===== config.mk =====
export PLATFORM = sky130hd
export DESIGN_NAME = flowsc_qdiv
export DESIGN_NICKNAME = d
export VERILOG_FILES = /design/src/hw/rtl/flowsc_pkg.sv /design/src/hw/rtl/flowsc_qdiv.sv
export SDC_FILE = /design/constraint.sdc
export NUM_CORES = 2
export LEC_CHECK = 0
export BUFFER_PORTS_ARGS = -buffer_cell sky130_fd_sc_hd__buf_2
export CAP_MARGIN = 20
export CORE_ASPECT_RATIO = 2
export CORE_MARGIN = 2
export CORE_UTILIZATION = 40
export CTS_CLUSTER_DIAMETER = 40
export DETAILED_ROUTE_END_ITERATION = 10
export MAX_ROUTING_LAYER = met4
export PLACE_DENSITY = 0.55
export SLEW_MARGIN = 15
export SYNTH_ARGS = -nofsm -noshare
export SYNTH_HDL_FRONTEND = slang
export SYNTH_SLANG_ARGS = --single-unit

===== constraint.sdc =====
create_clock -name clk -period 11.6 [get_ports clk]
set_clock_uncertainty 0.1 [all_clocks]
set_input_delay 0 -clock clk [delete_from_list [all_inputs] [get_ports clk]]
set_output_delay 0 -clock clk [all_outputs]
set_load 0.01 [all_outputs]

===== src/hw/rtl/flowsc_pkg.sv =====
package flowsc_pkg;

  // Field and datapath widths
  localparam int SUM_W     = 32;
  localparam int PIX_W     = 8;
  localparam int SCALE_W   = 8;
  localparam int DET_W     = 64;
  localparam int PROD_W    = DET_W + SCALE_W;
  localparam int DIV_STEPS = 8;
  localparam int Q_W       = DIV_STEPS + 1;

  // Constants of the flow mapping
  localparam logic [Q_W-1:0]     SAT_Q     = 9'd256;
  localparam logic [PIX_W-1:0]   FLOW_MID  = 8'd127;
  localparam logic [SCALE_W-1:0] SCALE_RST = 8'd64;

  typedef struct packed {
    logic signed [SUM_W-1:0] sum_xx;
    logic signed [SUM_W-1:0] sum_xy;
    logic signed [SUM_W-1:0] sum_yy;
    logic signed [SUM_W-1:0] sum_dx;
    logic signed [SUM_W-1:0] sum_dy;
  } flowsc_in_t;

  typedef struct packed {
    logic [PIX_W-1:0] flow_x;
    logic [PIX_W-1:0] flow_y;
    logic [PIX_W-1:0] red;
    logic [PIX_W-1:0] green;
    logic [PIX_W-1:0] blue;
  } flowsc_out_t;

  // Per-pixel flags that ride alongside the quotient pipeline
  typedef struct packed {
    logic det_ok;
    logic neg_x;
    logic neg_y;
  } flowsc_side_t;

endpackage


===== src/hw/rtl/flowsc_qdiv.sv =====
module flowsc_qdiv import flowsc_pkg::*; (
  input  logic              clk,
  input  logic              adv,
  input  logic [PROD_W-1:0] p_in,
  input  logic [DET_W-1:0]  det_in,
  output logic [Q_W-1:0]    q_out
);

  logic [PROD_W-1:0]    rem_r [0:DIV_STEPS];
  logic [DET_W-1:0]     det_r [0:DIV_STEPS];
  logic [DIV_STEPS-1:0] q_r   [0:DIV_STEPS];
  logic                 sat_r [0:DIV_STEPS];

  // Check saturation: quotient of 256 or more clamps
  always_ff @(posedge clk) begin
    if (adv) begin
      sat_r[0] <= (p_in >= {det_in, {DIV_STEPS{1'b0}}});
      rem_r[0] <= p_in;
      det_r[0] <= det_in;
      q_r[0]   <= '0;
    end
  end

  // One restoring step per stage, most significant quotient bit first
  for (genvar k = 1; k <= DIV_STEPS; k++) begin : g_step
    localparam int B = DIV_STEPS - k;
    logic [PROD_W-1:0] dv;
    logic              take;
    assign dv   = PROD_W'(det_r[k-1]) << B;
    assign take = (rem_r[k-1] >= dv);
    always_ff @(posedge clk) begin
      if (adv) begin
        rem_r[k] <= take ? (rem_r[k-1] - dv) : rem_r[k-1];
        q_r[k]   <= q_r[k-1] | (DIV_STEPS'(take) << B);
        det_r[k] <= det_r[k-1];
        sat_r[k] <= sat_r[k-1];
      end
    end
  end

  assign q_out = sat_r[DIV_STEPS] ? SAT_Q : {1'b0, q_r[DIV_STEPS]};

endmodule


### Yosys cells after proc, flatten, opt, wreduce, memory -nomap -nowiden

Memory sizes are Yosys's and may differ from the RTL's.
Index checks and enable logic that the tools add are counted.

* flip-flop bits (word level): 0
* memories: 4
* memory bits (writable): 1305

* bitwise operators: 8
* magnitude comparators: 9
* muxes and demuxes: 11
* add/sub/neg operators: 8

Memories
* rem_r: depth 9, width 72, read ports 8, clocked after Yosys merged registers in 0, wr ports 9, RTL line flowsc_qdiv.sv:9 `logic [PROD_W-1:0] rem_r [0:DIV_STEPS];`
* det_r: depth 9, width 64, read ports 8, clocked after Yosys merged registers in 0, wr ports 9, RTL line flowsc_qdiv.sv:10 `logic [DET_W-1:0] det_r [0:DIV_STEPS];`
* q_r: depth 9, width 8, read ports 9, clocked after Yosys merged registers in 0, wr ports 9, RTL line flowsc_qdiv.sv:11 `logic [DIV_STEPS-1:0] q_r [0:DIV_STEPS];`
* sat_r: depth 9, width 1, read ports 9, clocked after Yosys merged registers in 0, wr ports 9, RTL line flowsc_qdiv.sv:12 `logic sat_r [0:DIV_STEPS];`

Operators by type and width (count)
* two-way mux 72 bit: 8
* >= comparator 72 x 64 -> 1 bit: 1
* >= comparator 72 x 65 -> 1 bit: 1
* >= comparator 72 x 66 -> 1 bit: 1
* >= comparator 72 x 67 -> 1 bit: 1
* >= comparator 72 x 68 -> 1 bit: 1
* >= comparator 72 x 69 -> 1 bit: 1
* >= comparator 72 x 70 -> 1 bit: 1
* >= comparator 72 x 71 -> 1 bit: 1
* >= comparator 72 bit: 1
* subtractor 72 x 64 -> 72 bit: 1
* subtractor 72 x 65 -> 72 bit: 1
* subtractor 72 x 66 -> 72 bit: 1
* subtractor 72 x 67 -> 72 bit: 1
* subtractor 72 x 68 -> 72 bit: 1
* subtractor 72 x 69 -> 72 bit: 1
* subtractor 72 x 70 -> 72 bit: 1
* subtractor 72 x 71 -> 72 bit: 1
* two-way mux 9 bit: 1
* bitwise OR 8 x 1 -> 8 bit: 1
* bitwise OR 8 x 2 -> 8 bit: 1
* bitwise OR 8 x 3 -> 8 bit: 1
* bitwise OR 8 x 4 -> 8 bit: 1
* bitwise OR 8 x 5 -> 8 bit: 1
* other kinds (4): 5

### Longest topological paths before layout

An unclocked memory read counts as a cell.

* depth after elaboration: 3
* gate-level depth with buffers: 17
* depth with buffers taken out: 15

### Worst setup path after synthesis

No wires, ideal clock.

* path type: reg2reg
* start point: mem det_r[3][0], in the netlist det_r[0][192]
* end point: mem rem_r[0][354] (netlist name), data pin
* setup slack: 7.886 ns
* arrival: 3.354 ns
* stages on the path, launching flop included: 14
* library setup time: 0.260 ns
* required time: 11.240 ns
* period minus slack after synthesis: 3.714 ns
* cell sequence: edfxtp_1 > ha_1 > fa_1 > nand2b_1 > a211oi_1 > nor3_1 > nor4b_1 > nor2_1 > o21ai_1 > a211oi_1 > o41ai_1 > a21oi_1 > xnor2_1 > mux2_2

RTL lines (RTL line)
* start, declared: flowsc_qdiv.sv:10
* end, declared: flowsc_qdiv.sv:9

==> out/qor.yml <==
drt:
  wl_um: 179000
  drtPass1Iterations: 6
  final_antenna_net_count: 0
  vias_per_cell: 5.25
  drc_errors: 0
  vias: 51200
  drt_iter0_drc: 2993
  avgRoutedWirePerCell_um: 18.3
sta:
  drv_slew: 0
  final_hold_viol_count: 0
  max_slew_margin_pct: 19.5
  tightest_slew_ns: 1.20
  setup_violations: 0
  tns_ns: 0
  min_period_ns: 5.46
  fmax_mhz: 183
  fin_crit_sh_pct: 47.0
  rsz0062_at_grt: "no"
clock_tree:
  clk_latency_ns: 0.73
  cts.repair.resized: 0
  cts.clk_slew.worst_paths_ns: 0.06
  cts.path.max_buffers: 3
  cts_buffers: 121
  cts_tree: "built"
  cts.sinks: 1133
  htree_levels: 3
  cts_root_buffer: "clkbuf_16"
finish:
  final_cell_mix: "edfxtp_1, a21oi_1, inv_1, ha_1, nor2_1"
  utilization_pct: 45.8
  layout-drive-gt1-share_pct: 7.03
  fin_nets: 8055
  n_fill_cell: 16600
  syn_to_final_growth_pct: 14.2
  mostFrequentLayoutCell: "edfxtp_1"
synth:
  syn_area_um2: 70500
  synth_area_per_cell_um2: 10.1
  yosys_warnings: 0
  ys_types: 89
  async_flop_share_pct: 0
  synth_cells: 7004
  ys_ff_latch: 1133
  synth-edff-count: 1133
  synth_nets: 7725
  synthFlopType: "edfxtp_1"
  seq_area_frac_synth_pct: 48.3
setup_path:
  cp_slowest_cell: "buf_4"
  cp_common_cell: "o211ai_1"
  path_cells: "ha_1 -> nand3_1 -> a211oi_1 -> o21ai_0 -> a31oi_1 -> nor2b_1 -> o211ai_1 -> a21boi_0 -> o211ai_1 -> a21o_4 -> buf_4 -> mux2_2"
  endpoint_kind: "register"
  start_kind: "register"
  cp_top_family: "compound AO/OA/AOI/OAI gates"
  r2r_cells: 12
  critical_path.max_stage_delay_ns: 0.61
  rr_startpoint: "rem_r[0][13]$_DFFE_PP_"
  critPathMaxFanout: 59
  critPathBufInv: 1
  reg2reg_slack_ns: 6.14
  r2r_end: "rem_r[0][90]$_DFFE_PP_"
  arrival_ns: 5.82
  critPathRequiredTime_ns: 11.97
  path_class: "register to register"
global_route:
  overflow: 0
  grt_pass1_vias: 52400
  grt_max_degree: 171
  grt_first_pass_wirelength_um: 281000
  grtUsageTotal_pct: 20.3
  antenna_found_initial: 2
floorplan:
  ios: 147
  initial_core_util_pct: 40.1
  coreArea_um2: 176000
  core.rowCount: 218
  fp.dieArea_um2: 180000
  chipHeight_um: 598
  die_w_um: 301
placement:
  place_congestion: 0.938
  dp_hpwl_um: 141000
  numPortBuffers: 146
hold_path:
  min_to: "det_r[0][62]$_DFFE_PP_"
  hp-start: "adv"
  hp-class: "input pin to register"
  whs_path_depth: 2
run_status:
  status: "complete, no violations"
power:
  total_power_uw: 19100
  p_leak_uw: 0.0329
  ir_drop_mv: 0.133
  powerDensity_nw_per_um2: 238
flow_run:
  maxCapViolCount: 0
==> cell usage after synthesis, types with 54 or more instances <==
cell	n	area (um^2)
a31oi_1	67	419
o21bai_1	109	818
inv_1	725	2720
clkbuf_1	196	736
xnor2_1	272	2380
a21oi_1	861	4310
nor3_1	70	350
a21o_1	247	1850
o21ai_0	432	2160
nor2_1	564	2120
nand2_1	491	1840
edfxtp_1	1133	34000
xor2_1	174	1520
nand4_1	181	1130
mux2_2	58	653
o21a_1	54	405
nand3_1	90	450
nor2b_1	68	425
ha_1	576	7210
==> per-stage QoR <==
step                      cells  area (um^2)  hold slack, ns  worst slack, ns
after floorplan            7004        70500        -0.00113             7.89
after global placement     9248        73500          0.0929             5.39
after detailed placement   9248        73500          0.0928             6.19
after CTS                  9750        80500           0.242             6.17
after global routing       9758        80500           0.275             5.92
final                      9758        80500           0.265             6.14
==> how the worst max path moves through the flow <==
stage	startpoint	end	slack, ns	cells past startpoint
floorplan	det_r[0][192]$_DFFE_PP_	rem_r[0][354]$_DFFE_PP_	7.89	13
global route	rem_r[0][54]$_DFFE_PP_	rem_r[0][90]$_DFFE_PP_	5.92	11
global placement	rem_r[0][55]$_DFFE_PP_	rem_r[0][86]$_DFFE_PP_	5.39	11
finish	rem_r[0][13]$_DFFE_PP_	rem_r[0][90]$_DFFE_PP_	6.14	12
CTS	rem_r[0][55]$_DFFE_PP_	rem_r[0][90]$_DFFE_PP_	6.17	11
detailed placement	det_r[0][257]$_DFFE_PP_	rem_r[0][366]$_DFFE_PP_	6.19	13
==> registers in the layout, indices dropped and copies added, names as in the netlist <==
signal  count
det_r     512
sat_r       9
q_r        36
rem_r     576
==> layout make-up <==
| type | instances | area, um^2 | area share, % |
|---|---|---|---|
| flip-flops and latches | 1133 | 34000 | 42.3 |
| multi-input cells | 4884 | 32700 | 40.7 |
| repair buffers | 468 | 3880 | 4.82 |
| clock buffers | 138 | 3200 | 3.97 |
| well taps | 2310 | 2890 | 3.59 |
| inverters | 726 | 2730 | 3.39 |
| clock inverters | 91 | 1020 | 1.27 |
| diodes | 8 | 20.0 | 0.0249 |
==> routing by layer <==
metal,global-route usage [%],routed length [um],vias up
met4,11.9,11900,0
li1,-,-,26100
met2,35.8,90000,989
met5,-,0,-
met1,22.1,72300,23700
met3,1.87,4710,395
==> cell families after synthesis <==
family / after synthesis / synth area share, %
xor gates and xnor gates: 446 / 5.54
and+or+nand+nor: 1702 / 11.3
adders and majority gates: 583 / 10.4
buffers and inverters: 987 / 5.47
AOI/OAI and AO/OA: 2076 / 17.7
muxes: 77 / 1.30
DFF: 1133 / 48.3
==> power breakdown <==
| group | total [uW] | switching [uW] | internal, uW | leakage [uW] |
|---|---|---|---|---|
| sequential | 6500 | 551 | 5950 | 0.0110 |
| clock | 4010 | 1670 | 2340 | 0.00204 |
| combinational | 8630 | 5100 | 3530 | 0.0198 |
==> what timing repair did <==
action,in CTS,in global routing
hold endpoints to repair,222,0
setup buffers,0,0
endpoints found under the setup margin,0,0
hold buffers,273,0
(Power assumes the default switching activity.)
