===== config.mk =====
export PLATFORM = sky130hd
export DESIGN_NAME = flowsc_color
export DESIGN_NICKNAME = d
export VERILOG_FILES = /design/src/hw/rtl/flowsc_pkg.sv /design/src/hw/rtl/flowsc_color.sv
export SDC_FILE = /design/constraint.sdc
export NUM_CORES = 1
export LEC_CHECK = 0
export ABC_AREA = 1
export BUFFER_PORTS_ARGS = -buffer_cell sky130_fd_sc_hd__buf_2
export CORE_ASPECT_RATIO = 0.75
export CORE_MARGIN = 3
export CORE_UTILIZATION = 50
export CTS_CLUSTER_SIZE = 10
export DETAILED_ROUTE_END_ITERATION = 8
export GPL_TIMING_DRIVEN = 0
export HOLD_SLACK_MARGIN = 0.1
export PLACE_DENSITY = 0.73
export SYNTH_ARGS = -nofsm -noshare
export SYNTH_HDL_FRONTEND = slang
export SYNTH_SLANG_ARGS = --single-unit

===== constraint.sdc =====
create_clock -name clk -period 5.2 [get_ports clk]
set_input_delay 0.26 -clock clk [delete_from_list [all_inputs] [get_ports clk]]
set_output_delay 0.26 -clock clk [all_outputs]
set_load 0.01 [all_outputs]

===== src/hw/rtl/flowsc_pkg.sv =====
package flowsc_pkg;

  // Field and datapath widths
  localparam int SUM_W     = 32;
  localparam int PIX_W     = 8;
  localparam int SCALE_W   = 8;
  localparam int DET_W     = 64;
  localparam int PROD_W    = DET_W + SCALE_W;
  localparam int DIV_STEPS = 8;
  localparam int Q_W       = DIV_STEPS + 1;

  // Constants of the flow mapping
  localparam logic [Q_W-1:0]     SAT_Q     = 9'd256;
  localparam logic [PIX_W-1:0]   FLOW_MID  = 8'd127;
  localparam logic [SCALE_W-1:0] SCALE_RST = 8'd64;

  typedef struct packed {
    logic signed [SUM_W-1:0] sum_xx;
    logic signed [SUM_W-1:0] sum_xy;
    logic signed [SUM_W-1:0] sum_yy;
    logic signed [SUM_W-1:0] sum_dx;
    logic signed [SUM_W-1:0] sum_dy;
  } flowsc_in_t;

  typedef struct packed {
    logic [PIX_W-1:0] flow_x;
    logic [PIX_W-1:0] flow_y;
    logic [PIX_W-1:0] red;
    logic [PIX_W-1:0] green;
    logic [PIX_W-1:0] blue;
  } flowsc_out_t;

  // Per-pixel flags that ride alongside the quotient pipeline
  typedef struct packed {
    logic det_ok;
    logic neg_x;
    logic neg_y;
  } flowsc_side_t;

endpackage


===== src/hw/rtl/flowsc_color.sv =====
module flowsc_color import flowsc_pkg::*; (
  input  logic         clk,
  input  logic         rst_n,
  input  logic         adv,
  input  logic         vld_in,
  input  flowsc_side_t side_in,
  input  logic [Q_W-1:0] qx,
  input  logic [Q_W-1:0] qy,
  output logic         out_valid,
  output flowsc_out_t  out_data
);

  function automatic logic [PIX_W-1:0] to_pix(input logic neg, input logic [Q_W-1:0] m);
    logic signed [Q_W+1:0] v;
    v = neg ? ((Q_W+2)'(FLOW_MID) - (Q_W+2)'(m)) : ((Q_W+2)'(FLOW_MID) + (Q_W+2)'(m));
    if (v < 0) return '0;
    else if (v > 255) return '1;
    else return PIX_W'(v);
  endfunction

  logic [PIX_W-1:0] x, y;
  logic [PIX_W:0]   r, g, b, half_y;
  logic             valid_r;
  flowsc_out_t      data_r;

  // Offset, clamp, and fall back to zero flow unless the determinant is above 1
  always_comb begin
    x = side_in.det_ok ? to_pix(side_in.neg_x, qx) : FLOW_MID;
    y = side_in.det_ok ? to_pix(side_in.neg_y, qy) : FLOW_MID;
  end

  // Map by quadrant to a pseudo-color
  always_comb begin
    half_y = ({1'b0, FLOW_MID} - {1'b0, y}) >> 1;
    r = '0;
    g = '0;
    b = '0;
    if (x > FLOW_MID) begin
      if (y <= FLOW_MID) begin
        r = {1'b0, x} - {1'b0, FLOW_MID} + half_y;
        g = half_y;
      end else begin
        r = {1'b0, x} - {1'b0, FLOW_MID};
        b = {1'b0, y} - {1'b0, FLOW_MID};
      end
    end else begin
      if (y <= FLOW_MID) begin
        r = half_y;
        g = {1'b0, FLOW_MID} - {1'b0, x} + half_y;
      end else begin
        g = {1'b0, FLOW_MID} + 9'd1 - {1'b0, x};
        b = {1'b0, y} - {1'b0, FLOW_MID};
      end
    end
  end

  // Hold the result until the receiver takes it
  always_ff @(posedge clk) begin
    if (!rst_n) begin
      valid_r <= 1'b0;
    end else if (adv) begin
      valid_r <= vld_in;
    end
  end

  always_ff @(posedge clk) begin
    if (adv) begin
      data_r.flow_x <= x;
      data_r.flow_y <= y;
      data_r.red    <= r[PIX_W-1:0];
      data_r.green  <= g[PIX_W-1:0];
      data_r.blue   <= b[PIX_W-1:0];
    end
  end

  assign out_valid = valid_r;
  assign out_data  = data_r;

endmodule


# --- Word level (Yosys, flattened, before mapping) ---
# Cells that the tools add are included.
word_totals:
  regBits: 41
  input_bits: 25
  out_inout_bits: 41
  wordCells: 36
op_classes:
  add_sub_neg: 11
  order_cmp: 6
  muxes: 13
op_table:
  columns: ["operator", "n"]
  rows:
  - ["$mux 8", 11]
  - ["$gt 11x9->1 const B", 2]
  - ["$lt 11x1->1 const B", 2]
  - ["$mux 11", 2]
  - ["$add 7x9->10 const A", 2]
  - ["$sub 7x9->10 const A", 2]
  - ["$add 8x8->8", 2]
  - ["$sub 8x7->8 const B", 2]
  - ["$sub 7x8->9 const A", 1]
  - ["$gt 8x7->1 const B", 1]
  - ["$le 8x7->1 const B", 1]
  - ["$sub 7x8->8 const A", 1]
  - ["$sub 8x8->8 const A", 1]

# --- Longest topological paths before layout ---
# Gate-level depths: netlist of run 1.
logic_depth:
  ltp_word: 10
  depth_mapped: 29
  ltp_nobuf: 29

# --- Worst setup path before layout of run 1 ---
# OpenSTA, ideal clock, no wires.
synth_timing:
  path_type: "in2reg"
  from: "input port qy[1]"
  to: "register data_r (netlist bit out_data[15]) (data pin)"
  setup_time_ns: 0.254
  arrival_ns: 3.201
  t_required_ns: 4.946
  path_slack_ns: 1.745
  cell_stages: 23
  path_buffers: 0
  path_cell_list: "inv_1 -> ha_1 -> o21ai_0 -> nand3_1 -> nor3_1 -> nand3_1 -> nand2_1 -> nand2_2 -> nand2_2 -> inv_2 -> nand2_2 -> inv_1 -> ha_1 -> ha_1 -> fa_1 -> a21oi_1 -> o21bai_1 -> nand2_1 -> nand2_1 -> a21oi_1 -> xnor2_1 -> o21ai_1 -> nor2_1"
synth_via:
  elab_chain_cells: 10
  elab_cells_between_ends: 14
  classes_between: "add/sub (4); order compare (3); mux (7)"
synth_rtl:
  columns: ["element", "line", "rtl"]
  rows:
  - ["from (decl)", "flowsc_color.sv:8", "input logic [Q_W-1:0] qy,"]
  - ["$add 7x9->10 / $sub 7x9->10 (equally long branches)", "flowsc_color.sv:15", "v = neg ? ((Q_W+2)'(FLOW_MID) - (Q_W+2)'(m)) : ((Q_W+2)'(FLOW_MID) + (Q_W+2)'(m));"]
  - ["$mux 11 *", "flowsc_color.sv:15", null]
  - ["$gt 11x9->1", "flowsc_color.sv:17", "else if (v > 255) return '1;"]
  - ["$mux 8", "flowsc_color.sv:17", null]
  - ["$mux 8 *", "flowsc_color.sv:16", "if (v < 0) return '0;"]
  - ["$mux 8 *", "flowsc_color.sv:29", "y = side_in.det_ok ? to_pix(side_in.neg_y, qy) : FLOW_MID;"]
  - ["named net y[2]", "flowsc_color.sv:21", "logic [PIX_W-1:0] x, y;"]
  - ["$sub 7x8->9", "flowsc_color.sv:34", "half_y = ({1'b0, FLOW_MID} - {1'b0, y}) >> 1;"]
  - ["$add 8x8->8", "flowsc_color.sv:49", "g = {1'b0, FLOW_MID} - {1'b0, x} + half_y;"]
  - ["$mux 8", "flowsc_color.sv:47", "if (y <= FLOW_MID) begin"]
  - ["$mux 8 *", "flowsc_color.sv:38", "if (x > FLOW_MID) begin"]
  - ["named net g[7]", "flowsc_color.sv:22", "logic [PIX_W:0] r, g, b, half_y;"]
  - ["to (decl)", "flowsc_color.sv:24", "flowsc_out_t data_r;"]
# The timed path passes the listed nets; every way through them passes the cells marked *.
# A chain may end at the register's enable or synchronous reset.

# --- Final worst setup path of run 1 ---
layout_timing:
  from: "input port qy[0]"
  to: "register data_r (netlist bit out_data[15]) (data pin)"
# Same word-level chain as after synthesis.

==> results by group, run 1 <==
Outcome
  • Status: finished clean

Power and ir drop
  • Switching pwr: 365 µW
  • PD cells: 258 nW/µm²
  • Internal: 665 µW
  • Comb pwr share: 37.9%
  • Leakage: 0.00198 µW
  • Worst vdd ir: 0.114 mV
  • Sequential share of power: 40.8%
  • Clock power share: 21.3%
  • Switching portion of total power: 35.5%

Synth
  • Main combinational cell family by area after synthesis: simple AND/OR/NAND/NOR gates
  • Mux contribution to synthesized area: 0%
  • Sequential fraction of the synthesis area: 35.1%
  • Most used DFF post-synth: edfxtp_1
  • Post-Syn Area: 3480 µm²
  • Synthesized instance count: 435
  • Number of synthesized register bits: 41
  • Number of synthesized flops with an enable pin: 40
  • Simple-Gate Fraction of Synth Area: 28.5%
  • Post-synthesis xor/xnor area fraction: 4.03%
  • Syn Nets: 489
  • Yosys Warn Count: 0
  • Mean post-synth cell area: 8.00 µm²
  • Distinct cells, synth: 44
  • Yosys top cell by area: edfxtp_1
  • Synth Area in Compound Gates: 12.4%
  • Post-synth top area share: 34.5%
  • Synth Area in Adders: 10.9%
  • Async set-reset flop share out of synthesis: 0%
  • Synth top area cells: edfxtp_1, nand2_1, ha_1

STA
  • Pins Over Slew Limit: 0
  • Fmax: 263 MHz
  • Max_slew headroom: 39.2%
  • Total negative slack: 0 ns
  • Crit share post-route: 73.2%
  • Final setup vio count: 0
  • Min Tclk post-route: 3.81 ns
  • Clock skew: 0 ns
  • RSZ-0062 raised after global routing: no
  • Final hold vios: 0
  • Worst-margin pin slew: 0.912 ns

Drt
  • Final wirelength: 7670 µm
  • Post-DR wirelength/cell: 13.0 µm
  • Detail Route Antenna Nets: 0
  • 1st-pass router iterations: 5
  • DR iter-0 viols: 151
  • Vias post-DR: 3051
  • Drt drc: 0
  • Post-DR vias/cell: 5.19

Critical path
  • CP Data Required Time: 5.25 ns
  • Max FO, Critical Path: 6
  • CP Launch Type: input port
  • R2r endpoint: out_valid$_SDFFE_PN0P_
  • Worst reg-to-reg path cell count: 2
  • Crit Path Category: in -> reg
  • R2R setup slack: 4.54 ns
  • Critical path data arrival time: 3.86 ns
  • Worst setup endpoint: out_data[15]$_DFFE_PP_
  • Origin of the critical flop-to-flop path: out_valid$_SDFFE_PN0P_
  • CP endpoint kind: flop
  • Worst setup startpoint: qy[0]

Floorplan
  • Core box area: 6510 µm²
  • # IOs: 66
  • Row cnt: 25
  • Initial Utilization: 53.5%
  • Die H: 78.3 µm
  • Die W: 102 µm
  • Total die area: 8010 µm²

Final layout
  • # diodes: 0
  • Commonest non-fill, non-tap cell in the layout: nand2_1
  • Final cell count without fillers: 588
  • Synth-to-Final Area Change: 14.8%
  • Fillers: 610
  • Nets: 560
  • Layout cells sized above 1: 27.2%
  • Most frequent cells in the layout: nand2_1, buf_2, inv_1

Global routing
  • Largest net degree at the start of global routing: 43
  • Vias in the first global route: 2819
  • Gr usage total: 20.3%
  • First-pass GRT wire length: 13000 µm
  • Initial antenna violation count: 0
  • Gr ovfl total: 0

Clock network
  • Clock Tree Buf Depth: 2
  • H-tree depth: 2
  • Clock latency on the worst-skew pair: 0.28 ns
  • CTS tree: built
  • CTS Root Cell: clkbuf_8
  • Setup Fix Bufs, Post-CTS: 0
  • TritonCTS buffer count: 5
  • Hold buffers post-CTS: 0
  • Sink Count: 41
  • Resize count post-CTS: 0
  • Worst-path clk slew: 0.08 ns

Hold path
  • Hold WC Path Type: in -> reg

Placed design
  • Hpwl dp: 6120 µm
  • Gp weighted congestion: 0.858
  • Port Buf Inserts: 64
  • Placed instance count: 580

Run
  • Max_cap viols: 0
-- cells by family (layout without fill, tap and decap cells) --
group | count (synthesis) | after routing
adder cells (fa/ha/maj) | 29 | 29
AO/OA/AOI/OAI | 68 | 68
XOR/XNOR | 16 | 16
buffers and inverters | 75 | 147
flip-flops | 41 | 41
AND/OR/NAND/NOR | 206 | 206
-- layer usage --
metal	GRT usage (%)	part of all wire, %	vias to the layer above
met2	32.0	44	99
met1	29.9	49	1362
met3	2.84	6.0	5
met5	0	0	-
li1	-	-	1585
met4	3.54	0.60	0
-- cells in the mapped netlist, types with 3 or more instances --
library cell,count
a21oi_1,23
xor2_1,11
o21ai_0,10
o211ai_1,3
o21bai_1,3
inv_2,14
nor2_1,42
nand2_1,94
buf_2,3
nand2_2,12
nand3_1,28
inv_1,50
a21oi_2,6
nor2_2,6
nand3_2,6
ha_1,27
o21ai_1,10
xnor2_1,5
nand4_1,5
edfxtp_1,40
or2_2,3
-- flip-flops by register name (all words and copies together) (netlist names) --
| register | flops |
|---|---|
| out_data | 40 |
| out_valid | 1 |
-- cell type report --
cell class | instances | area [µm²] | area share [%]
Multi-Input combinational cell | 319 | 1940 | 48.5
Sequential cell | 41 | 1220 | 30.6
Timing Repair Buffer | 64 | 320 | 8.02
Inverter | 67 | 256 | 6.42
Tap cell | 81 | 101 | 2.54
Clock buffer | 7 | 86.3 | 2.16
Buffer | 8 | 63.8 | 1.60
Clock inverter | 1 | 7.51 | 0.188
-- metrics by stage --
stage	util, %	hold WS (ns)	setup slack [ns]	power (µW)	cell area (µm²)
6_report	61.4	0.204	1.39	1030	4000
5_1_grt	61.4	0.209	1.10	1100	4000
4_1_cts	61.4	0.205	1.44	1040	4000
3_5_place_dp	60.0	0.507	1.13	816	3900
3_3_place_gp	60.0	0.495	1.26	805	3900
2_1_floorplan	-	0.353	1.75	706	3480
-- worst min-delay path by stage --
stage	from	to	slack, ns	depth (start not counted)
2_1_floorplan	adv	out_valid$_SDFFE_PN0P_	0.35	1
3_3_place_gp	vld_in	out_valid$_SDFFE_PN0P_	0.49	3
3_5_place_dp	vld_in	out_valid$_SDFFE_PN0P_	0.51	3
4_1_cts	vld_in	out_valid$_SDFFE_PN0P_	0.21	3
5_1_grt	vld_in	out_valid$_SDFFE_PN0P_	0.21	3
6_report	vld_in	out_valid$_SDFFE_PN0P_	0.20	3
-- critical path: stages --
cell and delay (ns):
buf_2 0.10, inv_2 0.05, ha_1 0.28, o21ai_0 0.34
nand3_1 0.12, nor3_1 0.18, nand3_1 0.09, nand2_1 0.09
nand2_2 0.09, nand2_2 0.11, inv_2 0.07, nand2_2 0.12
inv_1 0.10, ha_1 0.28, ha_1 0.21, fa_1 0.42
a21oi_1 0.21, o21bai_1 0.11, nand2_1 0.11, nand2_1 0.06
a21oi_1 0.17, xnor2_1 0.08, o21ai_1 0.13, nor2_1 0.06
-- power groups by stage --
stage	Clock [µW]	Sequential, µW	Combinational [µW]
6_report	219	420	390
3_5_place_dp	0	428	388
5_1_grt	238	424	443
2_1_floorplan	0	450	256
3_3_place_gp	0	427	378
4_1_cts	225	421	391
No activity file was read; power rests on OpenSTA's default activity.
==> run 2, diff against run 1 <==
Settings changed: PLACE_DENSITY 0.73 to 0.76.
Clock period 5.2 ns to 3.5 ns, I/O delays scaled along.
==> run 2 against run 1 <==
Against the previous run:
- sequential share of layout area is 1.4 points lower
- first-iteration DRC count is 66% higher
- cell count is 1.5% higher
- setup slack worse by 1.2 ns
- clock power is 54% higher
- clock skew stayed put
- total power is 55% higher
- combinational power is 62% higher
- core utilization is 3.0 points higher
- hold slack worse by 0.093 ns
- register-to-register slack worse by 1.7 ns
- global-route usage is 0.50 points higher
- largest power group is now combinational cells
- largest cell class unchanged
==> results by group, run 2 (synthesized netlist as in run 1, its figures left out) <==
Critical path
  • CP endpoint kind: flop
  • Worst setup endpoint: out_data[15]$_DFFE_PP_
  • Worst reg-to-reg path cell count: 2
  • R2r endpoint: out_valid$_SDFFE_PN0P_
  • CP Launch Type: input port
  • Origin of the critical flop-to-flop path: out_valid$_SDFFE_PN0P_
  • R2R setup slack: 2.83 ns
  • Worst setup startpoint: qy[1]
  • Crit Path Category: in -> reg
  • Max FO, Critical Path: 6
  • Critical path data arrival time: 3.33 ns
  • CP Data Required Time: 3.56 ns

Drt
  • Detail Route Antenna Nets: 0
  • Post-DR vias/cell: 5.29
  • Drt drc: 0
  • Vias post-DR: 3160
  • Post-DR wirelength/cell: 13.6 µm
  • DR iter-0 viols: 250
  • Final wirelength: 8130 µm
  • 1st-pass router iterations: 5

Global routing
  • Gr usage total: 20.8%
  • Vias in the first global route: 2850
  • Initial antenna violation count: 0
  • First-pass GRT wire length: 13300 µm
  • Largest net degree at the start of global routing: 43
  • Gr ovfl total: 0

Placed design
  • Gp weighted congestion: 0.931
  • Port Buf Inserts: 64
  • Hpwl dp: 6230 µm
  • Setup WS pre-CTS: -0.377 ns

Final layout
  • Commonest non-fill, non-tap cell in the layout: nand2_1
  • Nets: 569
  • Most frequent cells in the layout: nand2_1, buf_2, inv_1
  • Synth-to-Final Area Change: 20.4%
  • Layout cells sized above 1: 31.8%
  • Max reg flops: 40
  • Final core occ: 64.4%
  • # diodes: 0

Power and ir drop
  • PD cells: 380 nW/µm²
  • Worst vdd ir: 0.157 mV
  • Leakage: 0.00204 µW

STA
  • Max_slew headroom: 38.2%
  • Final setup vio count: 0
  • Clock skew: 0 ns
  • Total negative slack: 0 ns
  • Crit share post-route: 93.5%
  • Hold Slack: 0.111 ns
  • Pins Over Slew Limit: 0
  • RSZ-0062 raised after global routing: yes
  • Setup ws final: 0.226 ns
  • Final hold vios: 0
  • Min Tclk post-route: 3.27 ns
  • Worst-margin pin slew: 0.928 ns
  • Fmax: 305 MHz

Run
  • Max_cap viols: 0

Floorplan
  • # IOs: 66
  • Die W: 102 µm
  • Row cnt: 25
  • Core box area: 6510 µm²
  • Die H: 78.3 µm
  • Total die area: 8010 µm²
  • Initial Utilization: 53.5%

Hold path
  • Hold WC Path Type: in -> reg

Outcome
  • Status: finished clean

Clock network
  • Worst-path clk slew: 0.08 ns
  • CTS tree: built
  • CTS Root Cell: clkbuf_8
  • Clock latency on the worst-skew pair: 0.30 ns
  • Clock Tree Buf Depth: 2
  • H-tree depth: 2
  • Sink Count: 41
  • TritonCTS buffer count: 5
==> run 2: stage by stage <==
step / instances / power (µW) / area [µm²]
global placement: 580 / 1200 / 3900
detailed placement: 580 / 1210 / 3900
CTS: 589 / 1550 / 4010
finish: 597 / 1590 / 4190
floorplan: 435 / 1050 / 3480
global route: 597 / 1700 / 4190
==> run 2: routing by layer <==
metal  track usage, %  vias to the layer above  share of wire, %
li1                 -                     1595                 -
met1             30.4                     1435                47
met2             31.5                      119                45
met3             3.91                       11               6.8
met4             5.37                        0               1.5
met5                0                        -                 0
==> run 2: cell type report <==
cell class | instances | area [µm²]
clock inverters | 1 | 7.51
repair buffers | 73 | 390
fillers | 570 | 2310
clock buffers | 7 | 86.3
inverters | 67 | 256
flip-flops and latches | 41 | 1220
well taps | 81 | 101
plain buffers | 8 | 63.8
multi-input cells | 319 | 2060
==> run 2: timing repair <==
action	CTS	global route
hold buffers	1	0
resized for setup	2	24
endpoints found under the setup margin	1	6
setup buffers	0	8
endpoints found under the hold margin	1	0
pin swaps	0	18
==> run 2: where the power goes <==
part	switching [µW]	internal, µW
Combinational	387	245
Sequential	13.7	611
Clock	176	160
==> run 2: critical path, cell delays in order <==
cell and delay [ns]:
buf_2 0.09, inv_1 0.10, ha_2 0.22, nand3_2 0.11
nor2_1 0.10, a21oi_1 0.08, xor2_1 0.15, a21oi_2 0.17
nand2_2 0.09, nand2_4 0.10, nand2_4 0.07, inv_2 0.13
nand2_4 0.08, inv_2 0.10, ha_4 0.21, ha_4 0.16
fa_2 0.40, a21oi_2 0.16, o21bai_1 0.11, nand2_1 0.10
nand2_1 0.07, a21oi_2 0.12, xnor2_1 0.07, o21ai_1 0.11
nor2_1 0.06
==> run 2: worst min path at each step <==
stage          startpoint  cells past startpoint                      to
2_1_floorplan         adv                      1  out_valid$_SDFFE_PN0P_
3_3_place_gp       vld_in                      3  out_valid$_SDFFE_PN0P_
3_5_place_dp       vld_in                      3  out_valid$_SDFFE_PN0P_
4_1_cts             rst_n                      3  out_valid$_SDFFE_PN0P_
5_1_grt             rst_n                      3  out_valid$_SDFFE_PN0P_
6_report            rst_n                      3  out_valid$_SDFFE_PN0P_
